--- src/sv/ebd_pkg.sv ---
// Shared types, code tables and constants for the EAN-8 bar decoder.
package ebd_pkg;

   localparam int HEAD_W   = 31;
   localparam int TAIL_W   = 36;
   localparam int SYM_W    = 7;
   localparam int NUM_SYM  = 8;
   localparam int HALF_SYM = 4;
   localparam int NUM_CODE = 10;

   localparam logic [2:0] GUARD_EDGE = 3'b101;
   localparam logic [4:0] GUARD_MID  = 5'b01010;

   typedef enum logic [2:0] {
      ST_OK        = 3'd0,
      ST_START     = 3'd1,
      ST_MIDDLE    = 3'd2,
      ST_END       = 3'd3,
      ST_LEFT_SYM  = 3'd4,
      ST_RIGHT_SYM = 3'd5
   } status_type;

   typedef struct packed {
      logic       hit;
      logic [3:0] digit;
   } lane_res_type;

   typedef logic [SYM_W-1:0] code_table_type [NUM_CODE];

   localparam code_table_type L_CODES = '{
      7'h0D, 7'h19, 7'h13, 7'h3D, 7'h23, 7'h31, 7'h2F, 7'h3B, 7'h37, 7'h0B
   };

   localparam code_table_type R_CODES = '{
      7'h72, 7'h66, 7'h6C, 7'h42, 7'h5C, 7'h4E, 7'h50, 7'h44, 7'h48, 7'h74
   };

endpackage

--- src/sv/ebd_lane.sv ---
// One symbol lane: matches a 7-module symbol against the L or R code set.
module ebd_lane #(
   parameter bit IS_RIGHT = 1'b0
) (
   input  logic                        clock,
   input  logic                        enable,
   input  logic [ebd_pkg::SYM_W-1:0]   sym,
   output ebd_pkg::lane_res_type       res
);
   import ebd_pkg::*;

   lane_res_type res_ff;
   lane_res_type res_in;

   always_comb begin
      res_in = '0;
      for (int d = 0; d < NUM_CODE; d++) begin
         if ((IS_RIGHT ? R_CODES[d] : L_CODES[d]) == sym) begin
            res_in.hit   = 1'b1;
            res_in.digit = 4'(d);
         end
      end
   end

   always_ff @(posedge clock) begin
      if (enable) begin
         res_ff <= res_in;
      end
   end

   assign res = res_ff;

endmodule

--- src/sv/ebd_merge.sv ---
// Merge stage: folds the guard result and lane matches into digits, status and check flag.
module ebd_merge (
   input  logic                       clock,
   input  logic                       enable,
   input  ebd_pkg::status_type        guard_status,
   input  ebd_pkg::lane_res_type      lanes [ebd_pkg::NUM_SYM],
   output logic [31:0]                digits,
   output ebd_pkg::status_type        status,
   output logic                       check_ok
);
   import ebd_pkg::*;

   logic         left_fail;
   logic         right_fail;
   status_type   status_in;
   status_type   status_ff;
   logic [31:0]  digits_in;
   logic [31:0]  digits_ff;
   logic         check_in;
   logic         check_ff;
   logic [7:0]   sum;
   logic [15:0]  prod;
   logic [4:0]   quot;
   logic [7:0]   rem_wide;
   logic [3:0]   rem;
   logic [3:0]   expect_dig;
   logic [31:0]  packed_dig;

   always_comb begin
      left_fail  = 1'b0;
      right_fail = 1'b0;
      packed_dig = '0;
      for (int i = 0; i < HALF_SYM; i++) begin
         left_fail  = left_fail | ~lanes[i].hit;
         right_fail = right_fail | ~lanes[HALF_SYM + i].hit;
      end
      for (int i = 0; i < NUM_SYM; i++) begin
         packed_dig[31 - 4*i -: 4] = lanes[i].digit;
      end
   end

   // Weighted sum: odd positions (first, third, ...) count three times.
   always_comb begin
      sum = 8'(3 * (8'(lanes[0].digit) + 8'(lanes[2].digit)
                  + 8'(lanes[4].digit) + 8'(lanes[6].digit)))
          + 8'(lanes[1].digit) + 8'(lanes[3].digit) + 8'(lanes[5].digit);
      // Division by ten through the reciprocal 205/2048, exact for every 8-bit sum.
      prod       = 16'(sum) * 16'd205;
      quot       = prod[15:11];
      rem_wide   = sum - {quot, 3'b000} - {2'b00, quot, 1'b0};
      rem        = rem_wide[3:0];
      expect_dig = (rem == 4'd0) ? 4'd0 : 4'd10 - rem;
   end

   always_comb begin
      if (guard_status != ST_OK) begin
         status_in = guard_status;
      end else if (left_fail) begin
         status_in = ST_LEFT_SYM;
      end else if (right_fail) begin
         status_in = ST_RIGHT_SYM;
      end else begin
         status_in = ST_OK;
      end
      digits_in = (status_in == ST_OK) ? packed_dig : '0;
      check_in  = (status_in == ST_OK) && (lanes[NUM_SYM-1].digit == expect_dig);
   end

   always_ff @(posedge clock) begin
      if (enable) begin
         status_ff <= status_in;
         digits_ff <= digits_in;
         check_ff  <= check_in;
      end
   end

   assign digits   = digits_ff;
   assign status   = status_ff;
   assign check_ok = check_ff;

endmodule

--- src/sv/ean8_bar_decoder.sv ---
// Top level of the EAN-8 bar decoder: guard check, eight symbol lanes and merge stage.
// Usage:
// One request beat carries a complete 67-module pattern: modules_head holds
// modules 0 to 30 and modules_tail modules 31 to 66, first module in the MSB.
// One response beat follows for every request beat, in order, with eight BCD
// digits (first digit in the top nibble), a status code and the check flag.
// A failed guard or symbol gives a nonzero status and zero digits.
// From request acceptance to rsp_valid a beat passes the two registered stages:
// the eight symbol lanes and the guard check register in the first stage, the
// merge stage builds digits, status and the mod-10 check in the second.
// Throughput is one pattern per cycle; the pipeline moves whenever the
// response register is empty or is being taken.
// When the receiver stalls, the whole two-stage pipeline holds and req_ready
// falls, so nothing is lost; req_ready follows rsp_ready combinationally.
// Reset clears both stage valid bits; the data registers are not reset.
module ean8_bar_decoder (
   input  logic                          clock,
   input  logic                          reset,
   input  logic                          req_valid,
   output logic                          req_ready,
   input  logic [ebd_pkg::HEAD_W-1:0]    req_modules_head,
   input  logic [ebd_pkg::TAIL_W-1:0]    req_modules_tail,
   output logic                          rsp_valid,
   input  logic                          rsp_ready,
   output logic [31:0]                   rsp_digits,
   output logic [2:0]                    rsp_status,
   output logic                          rsp_check_ok
);
   import ebd_pkg::*;

   logic          advance;
   logic          s1_valid_ff;
   logic          s1_valid_in;
   logic          out_valid_ff;
   logic          out_valid_in;
   status_type    guard_ff;
   status_type    guard_in;
   status_type    status;
   lane_res_type  lanes [NUM_SYM];

   assign advance   = ~out_valid_ff | rsp_ready;
   assign req_ready = advance;

   always_comb begin
      if (req_modules_head[30:28] != GUARD_EDGE) begin
         guard_in = ST_START;
      end else if (req_modules_tail[35:31] != GUARD_MID) begin
         guard_in = ST_MIDDLE;
      end else if (req_modules_tail[2:0] != GUARD_EDGE) begin
         guard_in = ST_END;
      end else begin
         guard_in = ST_OK;
      end
   end

   for (genvar g = 0; g < HALF_SYM; g++) begin : g_lanes
      ebd_lane #(.IS_RIGHT(1'b0)) u_left (
         .clock  (clock),
         .enable (advance),
         .sym    (req_modules_head[27 - SYM_W*g -: SYM_W]),
         .res    (lanes[g])
      );
      ebd_lane #(.IS_RIGHT(1'b1)) u_right (
         .clock  (clock),
         .enable (advance),
         .sym    (req_modules_tail[30 - SYM_W*g -: SYM_W]),
         .res    (lanes[HALF_SYM + g])
      );
   end

   always_ff @(posedge clock) begin
      if (advance) begin
         guard_ff <= guard_in;
      end
   end

   ebd_merge u_merge (
      .clock        (clock),
      .enable       (advance),
      .guard_status (guard_ff),
      .lanes        (lanes),
      .digits       (rsp_digits),
      .status       (status),
      .check_ok     (rsp_check_ok)
   );

   assign s1_valid_in  = advance ? req_valid : s1_valid_ff;
   assign out_valid_in = advance ? s1_valid_ff : out_valid_ff;

   always_ff @(posedge clock) begin
      if (reset) begin
         s1_valid_ff  <= 1'b0;
         out_valid_ff <= 1'b0;
      end else begin
         s1_valid_ff  <= s1_valid_in;
         out_valid_ff <= out_valid_in;
      end
   end

   assign rsp_valid  = out_valid_ff;
   assign rsp_status = status;

   // A failed pattern never shows digits.
   a_fail_zero: assert property (@(posedge clock) disable iff (reset)
      rsp_valid && (rsp_status != ST_OK) |-> (rsp_digits == '0))
      else $error("failed pattern with nonzero digits");

   // The check flag is only raised for a fully decoded pattern.
   a_check_ok: assert property (@(posedge clock) disable iff (reset)
      rsp_valid && rsp_check_ok |-> (rsp_status == ST_OK))
      else $error("check flag set on a failed pattern");

   // An accepted request always occupies the first stage on the next cycle.
   a_stage_fill: assert property (@(posedge clock) disable iff (reset)
      req_valid && req_ready |=> s1_valid_ff)
      else $error("accepted beat lost before the merge stage");

   // A full first stage moves into the response register when the pipeline advances.
   a_stage_move: assert property (@(posedge clock) disable iff (reset)
      s1_valid_ff && advance |=> rsp_valid)
      else $error("first-stage beat lost on advance");

endmodule

--- config.mk ---
export PLATFORM = sky130hd
export DESIGN_NAME = ean8_bar_decoder
export DESIGN_NICKNAME = d
export VERILOG_FILES = /design/src/sv/ebd_pkg.sv /design/src/sv/ebd_lane.sv /design/src/sv/ebd_merge.sv /design/src/sv/ean8_bar_decoder.sv
export SDC_FILE = /design/constraint.sdc
export NUM_CORES = 1
export LEC_CHECK = 0
export BUFFER_PORTS_ARGS = -buffer_cell sky130_fd_sc_hd__buf_4
export CORE_AREA = 2 2 161 84
export CTS_CLUSTER_SIZE = 28
export DETAILED_ROUTE_END_ITERATION = 12
export DIE_AREA = 0 0 163 86
export PLACE_DENSITY = 0.77
export SYNTH_ARGS = -nofsm -noshare
export SYNTH_HDL_FRONTEND = slang
export SYNTH_SLANG_ARGS = --single-unit
--- constraint.sdc ---
create_clock -name clock -period 32.7 [get_ports clock]
set_clock_uncertainty 0.15 [all_clocks]
set_input_delay 1.635 -clock clock [delete_from_list [all_inputs] [get_ports clock]]
set_output_delay 1.635 -clock clock [all_outputs]
set_load 0.02 [all_outputs]
==> results of run 1 <==
-- synthesized netlist by cell type (all sizes together) (8+ instances only) --
cell type and count:
a211oi 13, a21o 10, a21oi 43, a22oi 8
a31oi 10, and2 32, clkbuf 46, edfxtp 78
fa 27, ha 61, inv 89, nand2 32
nand2b 20, nor2 50, nor3 29, nor3b 10
nor4b 8, o21ai 27, o32a 11, xnor2 32
xor2 18
-- worst min-delay path by stage --
stage                     start         to  slack [ns]  cells after the start
floorplan           s1_valid_ff  rsp_valid        0.27                      2
global placement    s1_valid_ff  rsp_valid        0.28                      2
detailed placement  s1_valid_ff  rsp_valid        0.29                      2
CTS                 s1_valid_ff  rsp_valid        0.30                      2
global route        s1_valid_ff  rsp_valid        0.31                      2
finish              s1_valid_ff  rsp_valid        0.30                      2
-- final cells by class --
cell class                      count  area share
Inverter                           89      0.0419
Tap cell                          170      0.0267
Timing Repair Buffer              109       0.103
Clock buffer                        9      0.0282
Sequential cell                    80       0.299
Multi-Input combinational cell    504       0.491
Clock inverter                      7      0.0108
-- logic make-up after synthesis --
| family | Yosys count | synth area share |
|---|---|---|
| adder cells (fa/ha/maj) | 88 | 0.192 |
| XOR/XNOR | 50 | 0.0644 |
| multiplexers | 3 | 0.00442 |
| AO/OA/AOI/OAI | 143 | 0.138 |
| flip-flops | 80 | 0.350 |
| buffers and inverters | 137 | 0.0756 |
| AND/OR/NAND/NOR | 220 | 0.175 |
-- registers in the layout, indices dropped and copies added (netlist names) --
register,cells
u_merge.status,3
s1_valid_ff,1
u_merge.digits,32
g_lanes.u_right.res,20
rsp_valid,1
guard_ff,2
g_lanes.u_left.res,20
u_merge.check_ok,1
-- critical path: cells and delay by family, from the launching register on --
family          cells  cell delay [ns]
fa+ha+maj          15             6.10
compound gates     10             2.17
simple gates        3             0.87
xor+xnor            5             0.68
buf+inv            11             0.62
flops               1             0.40
-- metrics by stage --
stage	hold WS, ns	setup WS (ns)
after floorplan	0.269	22.20
after CTS	0.298	21.54
after detailed placement	0.288	21.58
after global placement	0.276	21.93
after global routing	0.312	20.93
final	0.295	21.54
-- routing by layer --
metal / part of all wire / GRT usage / vias up / routed length [um]
met3: 0.042 / 0.0382 / 28 / 582
met1: 0.43 / 0.252 / 2481 / 6010
li1: - / - / 2666 / -
met5: 0 / 0 / - / 0
met4: 0.019 / 0.0644 / 0 / 261
met2: 0.50 / 0.370 / 111 / 6980
==> flow_summary.ini, run 1 <==
[synthesis]
syn_nets = 880
netlist_instances = 721
synth_top_area_cell = edfxtp_1
synth_edf_count = 78
avgSynthCellArea_um2 = 9.43
ys_types = 50
synth_top_area_share = 0.344
ys.flop_type = edfxtp_1
yosysSeqAreaShare = 0.350
ys_warn_count = 0
async_reset_ff_frac = 0
synth_area_mm2 = 0.00680
yosys-top-cells-area = edfxtp_1 34%, ha_1 11%, fa_1 7.9%
ys_ff_latch = 80

[die]
dieWidth_um = 163
dieArea_mm2 = 0.0140
io_pins = 109
rows = 29
core-area_mm2 = 0.0125
start_util = 0.543
die_h_um = 86

[drt]
first_iter_violations = 260
finalWirelength_mm = 13.8
via_count = 5286
via_per_inst = 5.46
ant_nets = 0
drc = 0
dr.pass1.iters = 4
wl_per_cell_um = 14.3

[timing]
worstMarginPinSlew_ns = 1.08
finalHoldViolCount = 0
setup_tns_ns = 0
grt_setup_unrepaired = no
min_period_over_period = 0.341
slew_headroom = 0.282
drv_slew = 0
finalSetupViolCount = 0
fin_crit_ns = 11.16
max_freq_mhz = 89.6

[cells_and_area]
final_cells = 968
final_cell_mix = 109 x buf_4, 83 x inv_1, 78 x edfxtp_1, 61 x ha_1, 50 x nor2_1
final_layout_size_suffix_gt1_frac = 0.170
final_util = 0.637
register_area_mm2 = 0.00238
layout_commonest_cell = buf_4
fill_cells = 1047
multiInputGateArea_mm2 = 0.00392
antenna_cells = 0
final_nets = 952
fin_area_mm2 = 0.00798
syn_to_final_growth_pct = 17.3

[critical_path]
slowest_stage = fa_1
crit_path_end_kind = flip-flop
critPathLaunch = g_lanes[0].u_left.res[0]
rr_startpoint = g_lanes[0].u_left.res[0]
r2r_slack_ns = 21.54
crit_top_cell = inv_1
critical_path_class = reg -> reg
r2r_end = u_merge.check_ok
cp-start-kind = flip-flop
crit_fanout = 4
r2r_cells = 44
endpoint = u_merge.check_ok
arrival_ns = 11.20
cpPeakStageDelay_ns = 0.53
critPathRequiredTime_ns = 32.74

[outcome]
status = complete, no violations

[worst_hold_path]
worstHoldPathType = reg -> reg

[cts]
cts_sinks = 80
post_cts.repair.setup_buffers = 0
htreeDepth = 3
cts_tree = built
cts-buffers-inserted = 9
cts_resized = 0
clock_latency_ns = 0.34
clockBufferDepth = 2
root_buffer = clkbuf_16
holdBufCountCts = 0
clk_pin_slew_worst_paths_ns = 0.07

[global_route]
grt_max_degree = 82
track_usage = 0.205
grt_pass1_wl_mm = 23.0
antenna_found_initial = 0
grt.overflow.total = 0
first_global_vias = 5001

[placement]
dp_hpwl_mm = 10.4
place_area_mm2 = 0.00766
dp_cells = 952
place_congestion = 0.854
port-buffer-count = 108

[flow_run]
drv_cap = 0
Power of run 1 is not shown: default switching activity piles up to over one toggle a cycle in this logic, so the estimate is an artifact.
==> run 2: changes to the inputs <==
CORE_AREA = 2 2 164 86   (was 2 2 161 84)
DIE_AREA = 0 0 166 88   (was 0 0 163 86)
clock period = 9.8 ns   (was 32.7 ns; I/O delays follow)
==> flow_summary.ini, run 2 (synthesis gave the netlist of run 1 again) <==
[outcome]
status = finished, violations left
violations = setup timing

[drt]
finalWirelength_mm = 15.8
dr.pass1.iters = 6
drc = 0
via_per_inst = 5.52
wl_per_cell_um = 15.8
ant_nets = 0
via_count = 5518
first_iter_violations = 535

[cts]
cts_tree = built
root_buffer = clkbuf_16
clock_latency_ns = 0.35
cts_sinks = 80
clk_pin_slew_worst_paths_ns = 0.07
holdBufCountCts = 0
htreeDepth = 3
cts-buffers-inserted = 9
clockBufferDepth = 2

[timing]
max_freq_mhz = 96.4
fin_crit_ns = 10.37
worstMarginPinSlew_ns = 1.03
setup_tns_ns = -0.570
worst_slack_ns = -0.570
drv_slew = 0
finalSetupViolCount = 1
finalHoldViolCount = 0
slew_headroom = 0.315
whs_ns = 0.158
min_period_over_period = 1.06
grt_setup_unrepaired = yes

[worst_hold_path]
worstHoldPathType = in -> reg

[critical_path]
crit_top_cell = fa_1
crit_path_end_kind = flip-flop
rr_startpoint = g_lanes[0].u_left.res[0]
crit_fanout = 4
crit_buf_inv = 8
endpoint = u_merge.check_ok
r2r_end = u_merge.check_ok
cp-start-kind = flip-flop
critPathLaunch = g_lanes[0].u_left.res[0]
r2r_slack_ns = -0.57
worstSetupPathDepth = 40
critical_path_class = reg -> reg
slowest_stage = fa_1
r2r_cells = 40
arrival_ns = 10.40
cp_top_family = adder cells
cpPeakStageDelay_ns = 0.52
critPathRequiredTime_ns = 9.83

[global_route]
grt_max_degree = 81
grt_pass1_wl_mm = 25.3
antenna_found_initial = 0
first_global_vias = 5126
grt.overflow.total = 0
track_usage = 0.218

[die]
die_h_um = 88
dieArea_mm2 = 0.0146
dieWidth_um = 166
core-area_mm2 = 0.0132
io_pins = 109
start_util = 0.516
rows = 30

[cells_and_area]
largest_reg_flops = 32
final_cell_mix = 135 x buf_4, 78 x inv_1, 78 x edfxtp_1, 57 x ha_1, 50 x nor2_1
register_area_mm2 = 0.00238
final_layout_size_suffix_gt1_frac = 0.217
fill_cells = 1067
final_nets = 978
syn_to_final_growth_pct = 21.7
antenna_cells = 0
fin_area_mm2 = 0.00828
layout_commonest_cell = buf_4
multiInputGateArea_mm2 = 0.00400

[placement]
place_congestion = 0.882
port-buffer-count = 108
dp_hpwl_mm = 12.3
dp_slack_ns = -0.559
place_area_mm2 = 0.00790

[flow_run]
drv_cap = 0
[run 2: cell count changes in the layout (fill, tap and decap cells not counted), moves of 2 or more]
| cell | previous run | this run |
|---|---|---|
| inv_1 | 83 | 78 |
| buf_4 | 109 | 135 |
| ha_1 | 61 | 57 |
| ha_4 | 0 | 2 |
| ha_2 | 0 | 2 |
| a21oi_2 | 0 | 3 |
| o21ai_2 | 0 | 2 |
| a21oi_1 | 43 | 40 |
| inv_2 | 6 | 11 |
[run 2: how the worst min path moves through the flow]
stage	from	end	slack, ns	cells past startpoint
4_1_cts	reset	rsp_valid	0.15	2
2_1_floorplan	s1_valid_ff	rsp_valid	0.27	2
5_1_grt	reset	rsp_valid	0.16	2
6_report	reset	rsp_valid	0.16	2
3_5_place_dp	s1_valid_ff	rsp_valid	0.29	2
3_3_place_gp	s1_valid_ff	rsp_valid	0.28	2
[run 2: timing repair]
item,in CTS,in global routing
endpoints found under the setup margin,1,1
endpoints found under the hold margin,0,0
setup buffers,3,0
pin swaps,10,1
gates resized for setup,0,7
[run 2: metrics by stage]
step	instances	util
after floorplan	721	-
after global placement	981	0.599
after detailed placement	981	0.599
after CTS	1000	0.626
after global routing	1000	0.628
final	1000	0.628
[run 2: metal layers]
| layer | part of all wire | GRT usage |
|---|---|---|
| met1 | 0.49 | 0.319 |
| met2 | 0.43 | 0.330 |
| met3 | 0.081 | 0.0578 |
| met5 | 0 | 0 |
| met4 | 0.0079 | 0.0372 |
[run 2: worst register-to-register path, delay by kind of cell (launching register included)]
| kind | cells | cell delay, ns |
|---|---|---|
| AO/OA/AOI/OAI | 12 | 2.03 |
| XOR/XNOR | 2 | 0.36 |
| adder cells (fa/ha/maj) | 15 | 5.93 |
| buffers and inverters | 8 | 0.42 |
| flip-flops | 1 | 0.41 |
| AND/OR/NAND/NOR | 3 | 0.93 |
[run 2: area by class of cell]
class	instances	share of cell area
Clock buffer	9	0.0272
Inverter	89	0.0404
Timing Repair Buffer	135	0.122
Tap cell	176	0.0266
Multi-Input combinational cell	504	0.483
Sequential cell	80	0.288
Clock inverter	7	0.0128
Power of run 2 is left out for the same reason.
